**src/design/rhsc_pkg.sv**
```systemverilog
// Shared types and constants for the rolling-hash substring counter.
// No dependencies; every other file of the block but rhsc_fifo refers to this package.
`timescale 1ns / 1ps

package rhsc_pkg;

  localparam int unsigned BYTE_W    = 8;
  localparam int unsigned LEN_W     = 5;
  localparam int unsigned CFG_W     = 64;
  localparam int unsigned CFG_IDX_W = 2;
  localparam int unsigned COUNT_W   = 32;
  localparam int unsigned PAT_BYTES = 16;
  // Register stages of the hash unit, from window bytes to reduced hash.
  localparam int unsigned HASH_LAT  = 6;
  localparam int unsigned MID_DEPTH = 2;
  localparam int unsigned OUT_DEPTH = 8;

  typedef enum logic [CFG_IDX_W-1:0] {
    REG_PATTERN_LENGTH = 2'd0,
    REG_PATTERN_LOW    = 2'd1,
    REG_PATTERN_HIGH   = 2'd2
  } cfg_reg_e;

  // Classification of one text item, made by the front end.
  typedef struct packed {
    logic win_full;
    logic last;
  } ent_ctl_t;

  // Control that travels alongside the hash pipeline in the back end.
  typedef struct packed {
    logic win_full;
    logic last;
    logic eq;
  } side_t;

  typedef struct packed {
    logic               hash_hit;
    logic               window_match;
    logic [COUNT_W-1:0] match_count;
    logic               end_of_text;
  } res_t;

endpackage

```
**src/design/rhsc_fifo.sv**
```systemverilog
// Small register-based queue used between the front and back ends and on the result side.
// Depends on nothing but its parameters.
`timescale 1ns / 1ps

module rhsc_fifo #(
  parameter int unsigned WIDTH = 8,
  parameter int unsigned DEPTH = 2
) (
  input  logic                       clk_i,
  input  logic                       rst_ni,
  input  logic                       push_i,
  input  logic [WIDTH-1:0]           wdata_i,
  input  logic                       pop_i,
  output logic [WIDTH-1:0]           rdata_o,
  output logic                       full_o,
  output logic                       empty_o,
  output logic [$clog2(DEPTH+1)-1:0] count_o
);

  localparam int unsigned PTR_W = $clog2(DEPTH);
  localparam int unsigned CNT_W = $clog2(DEPTH + 1);

  logic [WIDTH-1:0] mem_q [DEPTH];
  logic [PTR_W-1:0] wr_q, wr_d, rd_q, rd_d;
  logic [CNT_W-1:0] cnt_q, cnt_d;
  logic             do_push, do_pop;

  assign full_o  = (cnt_q == CNT_W'(DEPTH));
  assign empty_o = (cnt_q == '0);
  assign count_o = cnt_q;
  assign rdata_o = mem_q[rd_q];

  assign do_push = push_i && !full_o;
  assign do_pop  = pop_i && !empty_o;

  always_comb begin
    wr_d  = wr_q;
    rd_d  = rd_q;
    if (do_push) begin
      wr_d = (wr_q == PTR_W'(DEPTH - 1)) ? '0 : wr_q + PTR_W'(1);
    end
    if (do_pop) begin
      rd_d = (rd_q == PTR_W'(DEPTH - 1)) ? '0 : rd_q + PTR_W'(1);
    end
    cnt_d = cnt_q + CNT_W'(do_push) - CNT_W'(do_pop);
  end

  always_ff @(posedge clk_i) begin
    if (do_push) begin
      mem_q[wr_q] <= wdata_i;
    end
  end

  always_ff @(posedge clk_i or negedge rst_ni) begin
    if (!rst_ni) begin
      wr_q  <= '0;
      rd_q  <= '0;
      cnt_q <= '0;
    end else begin
      wr_q  <= wr_d;
      rd_q  <= rd_d;
      cnt_q <= cnt_d;
    end
  end

endmodule

```
**src/design/rhsc_front.sv**
```systemverilog
// Front end: configuration registers, text window shift register and fill tracking.
// Classifies each accepted item and prepares the reversed pattern; uses rhsc_pkg.
`timescale 1ns / 1ps

module rhsc_front #(
  parameter int unsigned MAX_PATTERN = 16
) (
  input  logic                                              clk_i,
  input  logic                                              rst_ni,
  input  logic                                              cfg_we_i,
  input  logic [rhsc_pkg::CFG_IDX_W-1:0]                    cfg_idx_i,
  input  logic [rhsc_pkg::CFG_W-1:0]                        cfg_data_i,
  input  logic                                              accept_i,
  input  logic [rhsc_pkg::BYTE_W-1:0]                       text_byte_i,
  input  logic                                              last_i,
  output logic [MAX_PATTERN-1:0][rhsc_pkg::BYTE_W-1:0]      ent_bytes_o,
  output rhsc_pkg::ent_ctl_t                                ent_ctl_o,
  output logic [MAX_PATTERN-1:0][rhsc_pkg::BYTE_W-1:0]      rp_o
);

  localparam int unsigned LEN_W  = rhsc_pkg::LEN_W;
  localparam int unsigned BYTE_W = rhsc_pkg::BYTE_W;

  logic [LEN_W-1:0]                        plen_q;
  logic [rhsc_pkg::CFG_W-1:0]              pat_lo_q, pat_hi_q;
  logic [MAX_PATTERN-1:0][BYTE_W-1:0]      win_q, win_d;
  logic [MAX_PATTERN-1:0][BYTE_W-1:0]      rp_q, rp_d;
  logic [LEN_W-1:0]                        fill_q, fill_next;
  logic [LEN_W-1:0]                        eff_len;
  logic [rhsc_pkg::PAT_BYTES-1:0][BYTE_W-1:0] pat_vec;
  logic                                    restart;

  assign pat_vec = {pat_hi_q, pat_lo_q};

  // Length zero reads as one, lengths above the window depth as the depth.
  always_comb begin
    if (plen_q == '0) begin
      eff_len = LEN_W'(1);
    end else if (int'(plen_q) > int'(MAX_PATTERN)) begin
      eff_len = LEN_W'(MAX_PATTERN);
    end else begin
      eff_len = plen_q;
    end
  end

  // Lane k of the window holds the byte k items back; pattern byte L-1-k belongs there.
  always_comb begin
    logic [LEN_W-1:0] j;
    for (int k = 0; k < int'(MAX_PATTERN); k++) begin
      j        = eff_len - LEN_W'(1) - LEN_W'(k);
      rp_d[k]  = '0;
      if (int'(eff_len) > k && j < LEN_W'(rhsc_pkg::PAT_BYTES)) begin
        rp_d[k] = pat_vec[j[3:0]];
      end
    end
  end

  always_comb begin
    win_d[0] = text_byte_i;
    for (int k = 1; k < int'(MAX_PATTERN); k++) begin
      win_d[k] = win_q[k-1];
    end
  end

  assign fill_next = (fill_q < eff_len) ? fill_q + LEN_W'(1) : fill_q;

  always_comb begin
    for (int k = 0; k < int'(MAX_PATTERN); k++) begin
      ent_bytes_o[k] = (int'(eff_len) > k) ? win_d[k] : '0;
    end
    ent_ctl_o.win_full = (fill_next >= eff_len);
    ent_ctl_o.last     = last_i;
  end

  assign rp_o = rp_q;

  assign restart = cfg_we_i &&
                   (rhsc_pkg::cfg_reg_e'(cfg_idx_i) inside {rhsc_pkg::REG_PATTERN_LENGTH,
                                                             rhsc_pkg::REG_PATTERN_LOW,
                                                             rhsc_pkg::REG_PATTERN_HIGH});

  always_ff @(posedge clk_i or negedge rst_ni) begin
    if (!rst_ni) begin
      plen_q   <= LEN_W'(1);
      pat_lo_q <= '0;
      pat_hi_q <= '0;
    end else if (cfg_we_i) begin
      unique case (rhsc_pkg::cfg_reg_e'(cfg_idx_i))
        rhsc_pkg::REG_PATTERN_LENGTH: plen_q   <= cfg_data_i[LEN_W-1:0];
        rhsc_pkg::REG_PATTERN_LOW:    pat_lo_q <= cfg_data_i;
        rhsc_pkg::REG_PATTERN_HIGH:   pat_hi_q <= cfg_data_i;
        default: ;
      endcase
    end
  end

  always_ff @(posedge clk_i or negedge rst_ni) begin
    if (!rst_ni) begin
      fill_q <= '0;
      rp_q   <= '0;
    end else begin
      rp_q <= rp_d;
      if (restart) begin
        fill_q <= '0;
      end else if (accept_i) begin
        fill_q <= last_i ? '0 : fill_next;
      end
    end
  end

  always_ff @(posedge clk_i) begin
    if (accept_i) begin
      win_q <= win_d;
    end
  end

endmodule

```
**src/design/rhsc_hash.sv**
```systemverilog
// Pipelined modular hash of a byte window: lane products, registered adder tree,
// then reduction by the modulus through a reciprocal multiply. Uses rhsc_pkg.
`timescale 1ns / 1ps

module rhsc_hash #(
  parameter int unsigned MAX_PATTERN = 16,
  parameter int unsigned RADIX       = 256,
  parameter int unsigned MODULUS     = 101
) (
  input  logic                                         clk_i,
  input  logic [MAX_PATTERN-1:0][rhsc_pkg::BYTE_W-1:0] bytes_i,
  output logic [$clog2(MODULUS)-1:0]                   hash_o
);

  localparam int unsigned HW    = $clog2(MODULUS);
  localparam int unsigned PW    = rhsc_pkg::BYTE_W + HW;
  localparam int unsigned NG    = (MAX_PATTERN + 7) / 8;
  localparam int unsigned LANES = NG * 8;
  localparam int unsigned GW    = PW + 3;
  localparam int unsigned SW    = GW + $clog2(NG);
  localparam longint unsigned RECIP = (64'd1 << SW) / MODULUS;

  // Weight of lane k is RADIX^k reduced by the modulus.
  function automatic int unsigned pow_mod(int unsigned k);
    int unsigned p;
    p = 1 % MODULUS;
    for (int unsigned i = 0; i < k; i++) begin
      p = (p * RADIX) % MODULUS;
    end
    return p;
  endfunction

  logic [LANES-1:0][PW-1:0] prod_q;
  logic [NG-1:0][GW-1:0]    grp_d, grp_q;
  logic [SW-1:0]            sum_d, sum_q;
  logic [2*SW-1:0]          qprod;
  logic [SW-1:0]            q_q, x_q;
  logic [SW-1:0]            qm, diff;
  logic [HW:0]              rem_q;
  logic [HW-1:0]            hash_q;

  for (genvar k = 0; k < LANES; k++) begin : g_lane
    if (k < MAX_PATTERN) begin : g_used
      localparam int unsigned POW = pow_mod(k);
      always_ff @(posedge clk_i) begin
        prod_q[k] <= PW'(bytes_i[k]) * PW'(POW);
      end
    end else begin : g_pad
      always_ff @(posedge clk_i) begin
        prod_q[k] <= '0;
      end
    end
  end

  always_comb begin
    for (int g = 0; g < int'(NG); g++) begin
      grp_d[g] = '0;
      for (int i = 0; i < 8; i++) begin
        grp_d[g] = grp_d[g] + GW'(prod_q[g*8+i]);
      end
    end
  end

  always_comb begin
    sum_d = '0;
    for (int g = 0; g < int'(NG); g++) begin
      sum_d = sum_d + SW'(grp_q[g]);
    end
  end

  // The estimated quotient is exact or one short, so one subtract finishes the job.
  assign qprod = (2*SW)'(sum_q) * (2*SW)'(RECIP);
  assign qm    = SW'(q_q * SW'(MODULUS));
  assign diff  = x_q - qm;

  always_ff @(posedge clk_i) begin
    grp_q  <= grp_d;
    sum_q  <= sum_d;
    q_q    <= qprod[2*SW-1:SW];
    x_q    <= sum_q;
    rem_q  <= diff[HW:0];
    hash_q <= (rem_q >= (HW+1)'(MODULUS)) ? HW'(rem_q - (HW+1)'(MODULUS)) : HW'(rem_q);
  end

  assign hash_o = hash_q;

endmodule

```
**src/design/rhsc_back.sv**
```systemverilog
// Back end: hashes the window and the pattern, compares them, and keeps the match count.
// Issues from the middle queue against credit in the result queue; uses rhsc_pkg, rhsc_hash.
`timescale 1ns / 1ps

module rhsc_back #(
  parameter int unsigned MAX_PATTERN = 16,
  parameter int unsigned RADIX       = 256,
  parameter int unsigned MODULUS     = 101
) (
  input  logic                                             clk_i,
  input  logic                                             rst_ni,
  input  logic                                             mid_empty_i,
  input  logic [MAX_PATTERN-1:0][rhsc_pkg::BYTE_W-1:0]     head_bytes_i,
  input  rhsc_pkg::ent_ctl_t                               head_ctl_i,
  output logic                                             mid_pop_o,
  input  logic [MAX_PATTERN-1:0][rhsc_pkg::BYTE_W-1:0]     rp_i,
  input  logic [$clog2(rhsc_pkg::OUT_DEPTH+1)-1:0]         out_count_i,
  output logic                                             res_push_o,
  output rhsc_pkg::res_t                                   res_o
);

  localparam int unsigned HW      = $clog2(MODULUS);
  localparam int unsigned LAT     = rhsc_pkg::HASH_LAT;
  localparam int unsigned IFW     = $clog2(rhsc_pkg::OUT_DEPTH + 1);
  localparam int unsigned COUNT_W = rhsc_pkg::COUNT_W;

  logic [HW-1:0]               win_hash, pat_hash;
  logic                        issue, retire;
  logic [LAT-1:0]              vld_q;
  rhsc_pkg::side_t [LAT-1:0]   side_q;
  rhsc_pkg::side_t             side_in, side_out;
  logic [IFW-1:0]              inflight_q;
  logic [COUNT_W-1:0]          cnt_q, cnt_next;
  logic                        hit, match;

  rhsc_hash #(
    .MAX_PATTERN (MAX_PATTERN),
    .RADIX       (RADIX),
    .MODULUS     (MODULUS)
  ) u_win_hash (
    .clk_i   (clk_i),
    .bytes_i (head_bytes_i),
    .hash_o  (win_hash)
  );

  rhsc_hash #(
    .MAX_PATTERN (MAX_PATTERN),
    .RADIX       (RADIX),
    .MODULUS     (MODULUS)
  ) u_pat_hash (
    .clk_i   (clk_i),
    .bytes_i (rp_i),
    .hash_o  (pat_hash)
  );

  // Every item in flight owns a result queue slot before it is issued.
  assign issue = !mid_empty_i &&
                 (({1'b0, out_count_i} + {1'b0, inflight_q}) < (IFW+1)'(rhsc_pkg::OUT_DEPTH));
  assign mid_pop_o = issue;

  // Lanes beyond the pattern length are zero on both sides, so a whole-vector compare works.
  assign side_in.win_full = head_ctl_i.win_full;
  assign side_in.last     = head_ctl_i.last;
  assign side_in.eq       = (head_bytes_i == rp_i);

  assign retire   = vld_q[LAT-1];
  assign side_out = side_q[LAT-1];
  assign hit      = side_out.win_full && (win_hash == pat_hash);
  assign match    = hit && side_out.eq;
  assign cnt_next = (match && cnt_q != '1) ? cnt_q + COUNT_W'(1) : cnt_q;

  assign res_push_o         = retire;
  assign res_o.hash_hit     = hit;
  assign res_o.window_match = match;
  assign res_o.match_count  = cnt_next;
  assign res_o.end_of_text  = side_out.last;

  always_ff @(posedge clk_i) begin
    side_q[0] <= side_in;
    for (int s = 1; s < int'(LAT); s++) begin
      side_q[s] <= side_q[s-1];
    end
  end

  always_ff @(posedge clk_i or negedge rst_ni) begin
    if (!rst_ni) begin
      vld_q      <= '0;
      inflight_q <= '0;
      cnt_q      <= '0;
    end else begin
      vld_q      <= {vld_q[LAT-2:0], issue};
      inflight_q <= inflight_q + IFW'(issue) - IFW'(retire);
      if (retire) begin
        cnt_q <= side_out.last ? '0 : cnt_next;
      end
    end
  end

endmodule

```
**src/design/rolling_hash_substring_counter_core.sv**
```systemverilog
// Top level of the rolling-hash substring counter: front end, middle queue, back end
// and result queue. Uses rhsc_pkg, rhsc_front, rhsc_fifo and rhsc_back.
`timescale 1ns / 1ps

// Counts exact, possibly overlapping occurrences of a pattern of up to MAX_PATTERN bytes in a
// byte stream. Each text item pushed gives one result: a hash-hit flag, a match flag for the
// window ending at that byte, the saturating running count and an end-of-text flag; the count
// clears after the item marked last. The block takes one item per clock while full is low and
// delivers one result per clock when pop is held high and empty is low. A result reaches the
// output through the middle queue, the six register stages of the hash unit (products, two adder
// levels and the three-step reduction by the modulus) and the result queue. Configuration writes
// restart the window; give them while no item is in flight after the last push, and push the
// next item no earlier than the cycle after the write.
module rolling_hash_substring_counter_core #(
  parameter int unsigned MAX_PATTERN = 16,
  parameter int unsigned RADIX       = 256,
  parameter int unsigned MODULUS     = 101
) (
  input  logic                                clk_i,
  input  logic                                rst_ni,
  input  logic                                cfg_we_i,
  input  logic [rhsc_pkg::CFG_IDX_W-1:0]      cfg_idx_i,
  input  logic [rhsc_pkg::CFG_W-1:0]          cfg_data_i,
  input  logic                                push,
  output logic                                full,
  input  logic [rhsc_pkg::BYTE_W-1:0]         text_byte_i,
  input  logic                                last_i,
  output logic                                empty,
  input  logic                                pop,
  output logic                                hash_hit_o,
  output logic                                window_match_o,
  output logic [rhsc_pkg::COUNT_W-1:0]        match_count_o,
  output logic                                end_of_text_o
);

  localparam int unsigned BYTE_W = rhsc_pkg::BYTE_W;
  localparam int unsigned MID_W  = MAX_PATTERN * BYTE_W + $bits(rhsc_pkg::ent_ctl_t);
  localparam int unsigned RES_W  = $bits(rhsc_pkg::res_t);
  localparam int unsigned OCW    = $clog2(rhsc_pkg::OUT_DEPTH + 1);

  logic                               in_acc;
  logic [MAX_PATTERN-1:0][BYTE_W-1:0] ent_bytes, head_bytes, rp;
  rhsc_pkg::ent_ctl_t                 ent_ctl, head_ctl;
  logic [MID_W-1:0]                   mid_rdata;
  logic                               mid_empty, mid_pop;
  logic                               res_push, out_full;
  rhsc_pkg::res_t                     res_in, res_out;
  logic [RES_W-1:0]                   out_rdata;
  logic [OCW-1:0]                     out_count;

  assign in_acc = push && !full;

  rhsc_front #(
    .MAX_PATTERN (MAX_PATTERN)
  ) u_front (
    .clk_i       (clk_i),
    .rst_ni      (rst_ni),
    .cfg_we_i    (cfg_we_i),
    .cfg_idx_i   (cfg_idx_i),
    .cfg_data_i  (cfg_data_i),
    .accept_i    (in_acc),
    .text_byte_i (text_byte_i),
    .last_i      (last_i),
    .ent_bytes_o (ent_bytes),
    .ent_ctl_o   (ent_ctl),
    .rp_o        (rp)
  );

  rhsc_fifo #(
    .WIDTH (MID_W),
    .DEPTH (rhsc_pkg::MID_DEPTH)
  ) u_mid_fifo (
    .clk_i   (clk_i),
    .rst_ni  (rst_ni),
    .push_i  (in_acc),
    .wdata_i ({ent_bytes, ent_ctl}),
    .pop_i   (mid_pop),
    .rdata_o (mid_rdata),
    .full_o  (full),
    .empty_o (mid_empty),
    .count_o ()
  );

  assign {head_bytes, head_ctl} = mid_rdata;

  rhsc_back #(
    .MAX_PATTERN (MAX_PATTERN),
    .RADIX       (RADIX),
    .MODULUS     (MODULUS)
  ) u_back (
    .clk_i        (clk_i),
    .rst_ni       (rst_ni),
    .mid_empty_i  (mid_empty),
    .head_bytes_i (head_bytes),
    .head_ctl_i   (head_ctl),
    .mid_pop_o    (mid_pop),
    .rp_i         (rp),
    .out_count_i  (out_count),
    .res_push_o   (res_push),
    .res_o        (res_in)
  );

  rhsc_fifo #(
    .WIDTH (RES_W),
    .DEPTH (rhsc_pkg::OUT_DEPTH)
  ) u_out_fifo (
    .clk_i   (clk_i),
    .rst_ni  (rst_ni),
    .push_i  (res_push),
    .wdata_i (res_in),
    .pop_i   (pop),
    .rdata_o (out_rdata),
    .full_o  (out_full),
    .empty_o (empty),
    .count_o (out_count)
  );

  assign res_out        = rhsc_pkg::res_t'(out_rdata);
  assign hash_hit_o     = res_out.hash_hit;
  assign window_match_o = res_out.window_match;
  assign match_count_o  = res_out.match_count;
  assign end_of_text_o  = res_out.end_of_text;

  // The credit check in the back end must keep the result queue from overflowing.
  a_no_result_overflow: assert property (
    @(posedge clk_i) disable iff (!rst_ni) res_push |-> !out_full
  ) else $error("result pushed into a full result queue");

  a_issue_from_filled_queue: assert property (
    @(posedge clk_i) disable iff (!rst_ni) mid_pop |-> !mid_empty
  ) else $error("back end issued from an empty middle queue");

  a_match_needs_hit: assert property (
    @(posedge clk_i) disable iff (!rst_ni) (!empty && window_match_o) |-> hash_hit_o
  ) else $error("window match reported without a hash hit");

  a_match_counted: assert property (
    @(posedge clk_i) disable iff (!rst_ni) (!empty && window_match_o) |-> (match_count_o != '0)
  ) else $error("window match reported with a zero count");

endmodule
```
**config.mk**
```make
export PLATFORM = sky130hd
export DESIGN_NAME = rolling_hash_substring_counter_core
export DESIGN_NICKNAME = d
export VERILOG_FILES = /design/src/design/rhsc_pkg.sv /design/src/design/rhsc_fifo.sv /design/src/design/rhsc_front.sv /design/src/design/rhsc_hash.sv /design/src/design/rhsc_back.sv /design/src/design/rolling_hash_substring_counter_core.sv
export SDC_FILE = /design/constraint.sdc
export NUM_CORES = 2
export LEC_CHECK = 0
export BUFFER_PORTS_ARGS = -buffer_cell sky130_fd_sc_hd__buf_2
export CAP_MARGIN = 10
export CORE_MARGIN = 5
export CORE_UTILIZATION = 50
export DETAILED_ROUTE_END_ITERATION = 10
export PLACE_DENSITY_LB_ADDON = 0.15
export RECOVER_POWER = 50
export SYNTH_ARGS = -nofsm -noshare
export SYNTH_HDL_FRONTEND = slang
export SYNTH_SLANG_ARGS = --single-unit
```
**constraint.sdc**
```tcl
create_clock -name clk_i -period 8.3 [get_ports clk_i]
set_input_delay 0.83 -clock clk_i [delete_from_list [all_inputs] [get_ports clk_i]]
set_output_delay 0.83 -clock clk_i [all_outputs]
set_load 0.03 [all_outputs]
```
==> out/results.tsv <==
stage	metric	value	unit
worst_setup_path	cp_slowest_cell	clkbuf_1	
clock_network	cts_max_level	4	
drt	drt-total-wl	240000	um
yosys	ys_types	88	
drt	ant_nets	0	
grt	grt_pass1_wl	362000	um
yosys	ys_seq_area_share	42.4	%
placed_design	portBuffers	116	
yosys	synth_edf_count	660	
yosys	yosys.area.top_type_share	21.3	%
yosys	synth_flop_cell	edfxtp_1	
worst_setup_path	critPathKind	reg2out	
cells_and_area	final_common_cell	inv_1	
floorplan	initial_core_util	50.2	%
grt	antenna_found_initial	4	
yosys	yosys.area.top_type	edfxtp_1	
yosys	yosys-top-cells-area	edfxtp_1 21%, ha_1 13%, dfxtp_1 12%	
grt	grt_max_degree	136	
timing	max_freq	156	MHz
worst_setup_path	crit_chain	clkbuf_1 > mux4_2 > mux2_2 > buf_2	
yosys	postSynthAreaPerCell	11.8	um2
yosys	syn_nets	9516	
drt	via_per_inst	5.27	
grt	grt_overflow	0	
grt	grt_pass1_vias	58567	
worst_setup_path	worstPathRequired	7470	ps
floorplan	core_area	185000	um2
status	violations	max-capacitance violations, max-slew violations	
cells_and_area	stdcell_area	102000	um2
timing	fin_skew	48.1	ps
floorplan	fp-row-count	158	
worst_setup_path	max_stage_delay	3150	ps
clock_network	numCtsBuffers	171	
clock_network	cts_tree	yes	
drt	drtIter0Drc	3358	
timing	relSlewSlack	-202	%
timing	final.period_utilization	77.3	%
timing	final_max_slew_viol_count	642	
clock_network	root_buffer	clkbuf_16	
worst_setup_path	crit_path_start_kind	flop	
timing	setup_violations	0	
timing	hold_violations	0	
timing	worst_slew_pin_slew	4520	ps
cells_and_area	drive_above_1_share	9.33	%
timing	period_needed	6410	ps
worst_setup_path	end_kind	output pin	
timing	fin_setup_tns	0	ps
hold_path	hp-class	in2reg	
placed_design	dpl-instance-area	96600	um2
yosys	netlist_instances	7898	
clock_network	clk_pin_slew	60	ps
floorplan	die_area	195000	um2
drt	drc	0	
yosys	ys_ff_latch	1560	
status	outcome	finished, violations left	
drt	wl_per_cell	22.3	um
drt	drt-pass1-iter-count	7	
worst_setup_path	crit_family	buffers and inverters	
run	maxCapViolations	12	
yosys	async_flop_share	20.6	%
worst_setup_path	path_max_fanout	72	
floorplan	die_y	441	um
cells_and_area	area_growth	10.1	%
cells_and_area	fin_nets	9721	
yosys	yosys_warnings	0	
cells_and_area	final_core_util	55.3	%
worst_setup_path	critPathBufInv	2	
clock_network	clk_path_buf_depth	3	
placed_design	dpl.hpwl	191000	um
worst_setup_path	worst_ep_arrival_time	5580	ps
drt	vias	56606	
timing	rsz0062_at_grt	false	
cells_and_area	final_cell_mix	1500 x inv_1, 998 x ha_1, 660 x edfxtp_1	
clock_network	cts_sinks	1560	
placed_design	dp_cells	10405	
floorplan	io_pins	117	
cells_and_area	fin_cells	10742	
clock_network	insertion_delay	830	ps
floorplan	die_x	441	um
yosys	syn-cell-area	93000	um2
grt	grt_usage	24.9	%
placed_design	gp_congestion	0.959	
==> per-stage QoR <==
stage	worst slack [ps]	hold WS [ps]
after floorplan	1280	310
after global placement	3010	311
after detailed placement	2900	312
after CTS	2870	137
after global routing	1430	179
final	1890	218
==> routing by layer <==
layer	global-route usage (%)	up-vias	wire length (um)
met5	0	-	0
met4	12.1	0	13900
met3	3.70	405	11800
li1	-	26829	-
met2	42.0	1320	114000
met1	31.6	28052	99800
==> synth_stat cells (251+ instances only) <==
| library cell | instances |
|---|---|
| mux2_2 | 255 |
| fa_1 | 539 |
| dfxtp_1 | 578 |
| a21oi_1 | 251 |
| nand2_1 | 381 |
| dfrtp_1 | 321 |
| edfxtp_1 | 660 |
| ha_1 | 999 |
| xnor2_1 | 349 |
| mux2i_1 | 436 |
| inv_1 | 1501 |
==> sequential cells by signal, summed over array words and instances (netlist names), 8 cells and up <==
register and count:
u_back.u_win_hash.q_q 8, u_back.u_win_hash.sum_q 19, u_back.u_pat_hash.q_q 8, u_back.u_pat_hash.sum_q 19, u_front.pat_hi_q 64, u_back.u_win_hash.grp_q 36
u_back.u_win_hash.x_q 8, u_back.u_pat_hash.grp_q 36, u_out_fifo.mem_q 280, u_back.u_pat_hash.x_q 8, u_mid_fifo.mem_q 260, u_front.rp_o 128
u_front.pat_lo_q 64, u_front.win_d 120, u_back.side_q 15, u_back.u_win_hash.prod_q 194, u_back.u_win_hash.rem_q 8, u_back.u_pat_hash.rem_q 8
u_back.u_pat_hash.prod_q 194, u_back.cnt_q 32
==> kinds of logic (layout without fill, tap and decap cells) <==
kind of cell	after synthesis	count (layout)	share of synthesized area (%)
fa+ha+maj	1538	1538	25.0
xor+xnor	514	514	4.87
compound gates	754	754	5.20
other cells	0	8	0
simple gates	1126	1126	6.21
buf+inv	1644	2000	6.74
mux	762	762	9.50
flops	1560	1560	42.4
==> layout make-up <==
class	instances	area, um2
antenna	8	20.0
clock buffer	226	4810
clock inverter	98	1080
fill	15717	82800
inverter	1504	5650
multi-input combinational	4694	47300
sequential	1560	39500
tap	2480	3100
timing repair buffer	172	987
==> path summary, 6_finish.rpt <==
check                      slack (ps)                       endpoint                from  depth (start not counted)
max in group asynchronous        3540             u_out_fifo.rd_q[0]              rst_ni                          2
min                               220               u_front.win_d[9]      text_byte_i[1]                          1
max                              1890               match_count_o[1]  u_out_fifo.rd_q[1]                          4
max reg2reg                      2010  u_back.u_win_hash.prod_q[134]     u_mid_fifo.rd_q                         16
min in group asynchronous        1970               u_back.cnt_q[22]              rst_ni                          2
min reg2reg                       330               u_back.side_q[5]    u_back.side_q[2]                          0
==> what timing repair did <==
action / 4_1_cts / 5_1_grt
gates resized for setup: 0 / 0
hold buffers: 1 / 0
hold endpoints to repair: 56 / 0
setup buffers: 0 / 0
==> worst register-to-register path: cells and delay by family (launching register included) <==
family	cells	cell delay, ps
DFF	1	1640
adders and majority gates	4	1570
AOI/OAI and AO/OA	7	1470
buffers and inverters	4	820
muxes	1	650
Power is left out: the tool's default activity adds up to more than one toggle a clock period on the data nets, which glitch-free logic cannot reach.
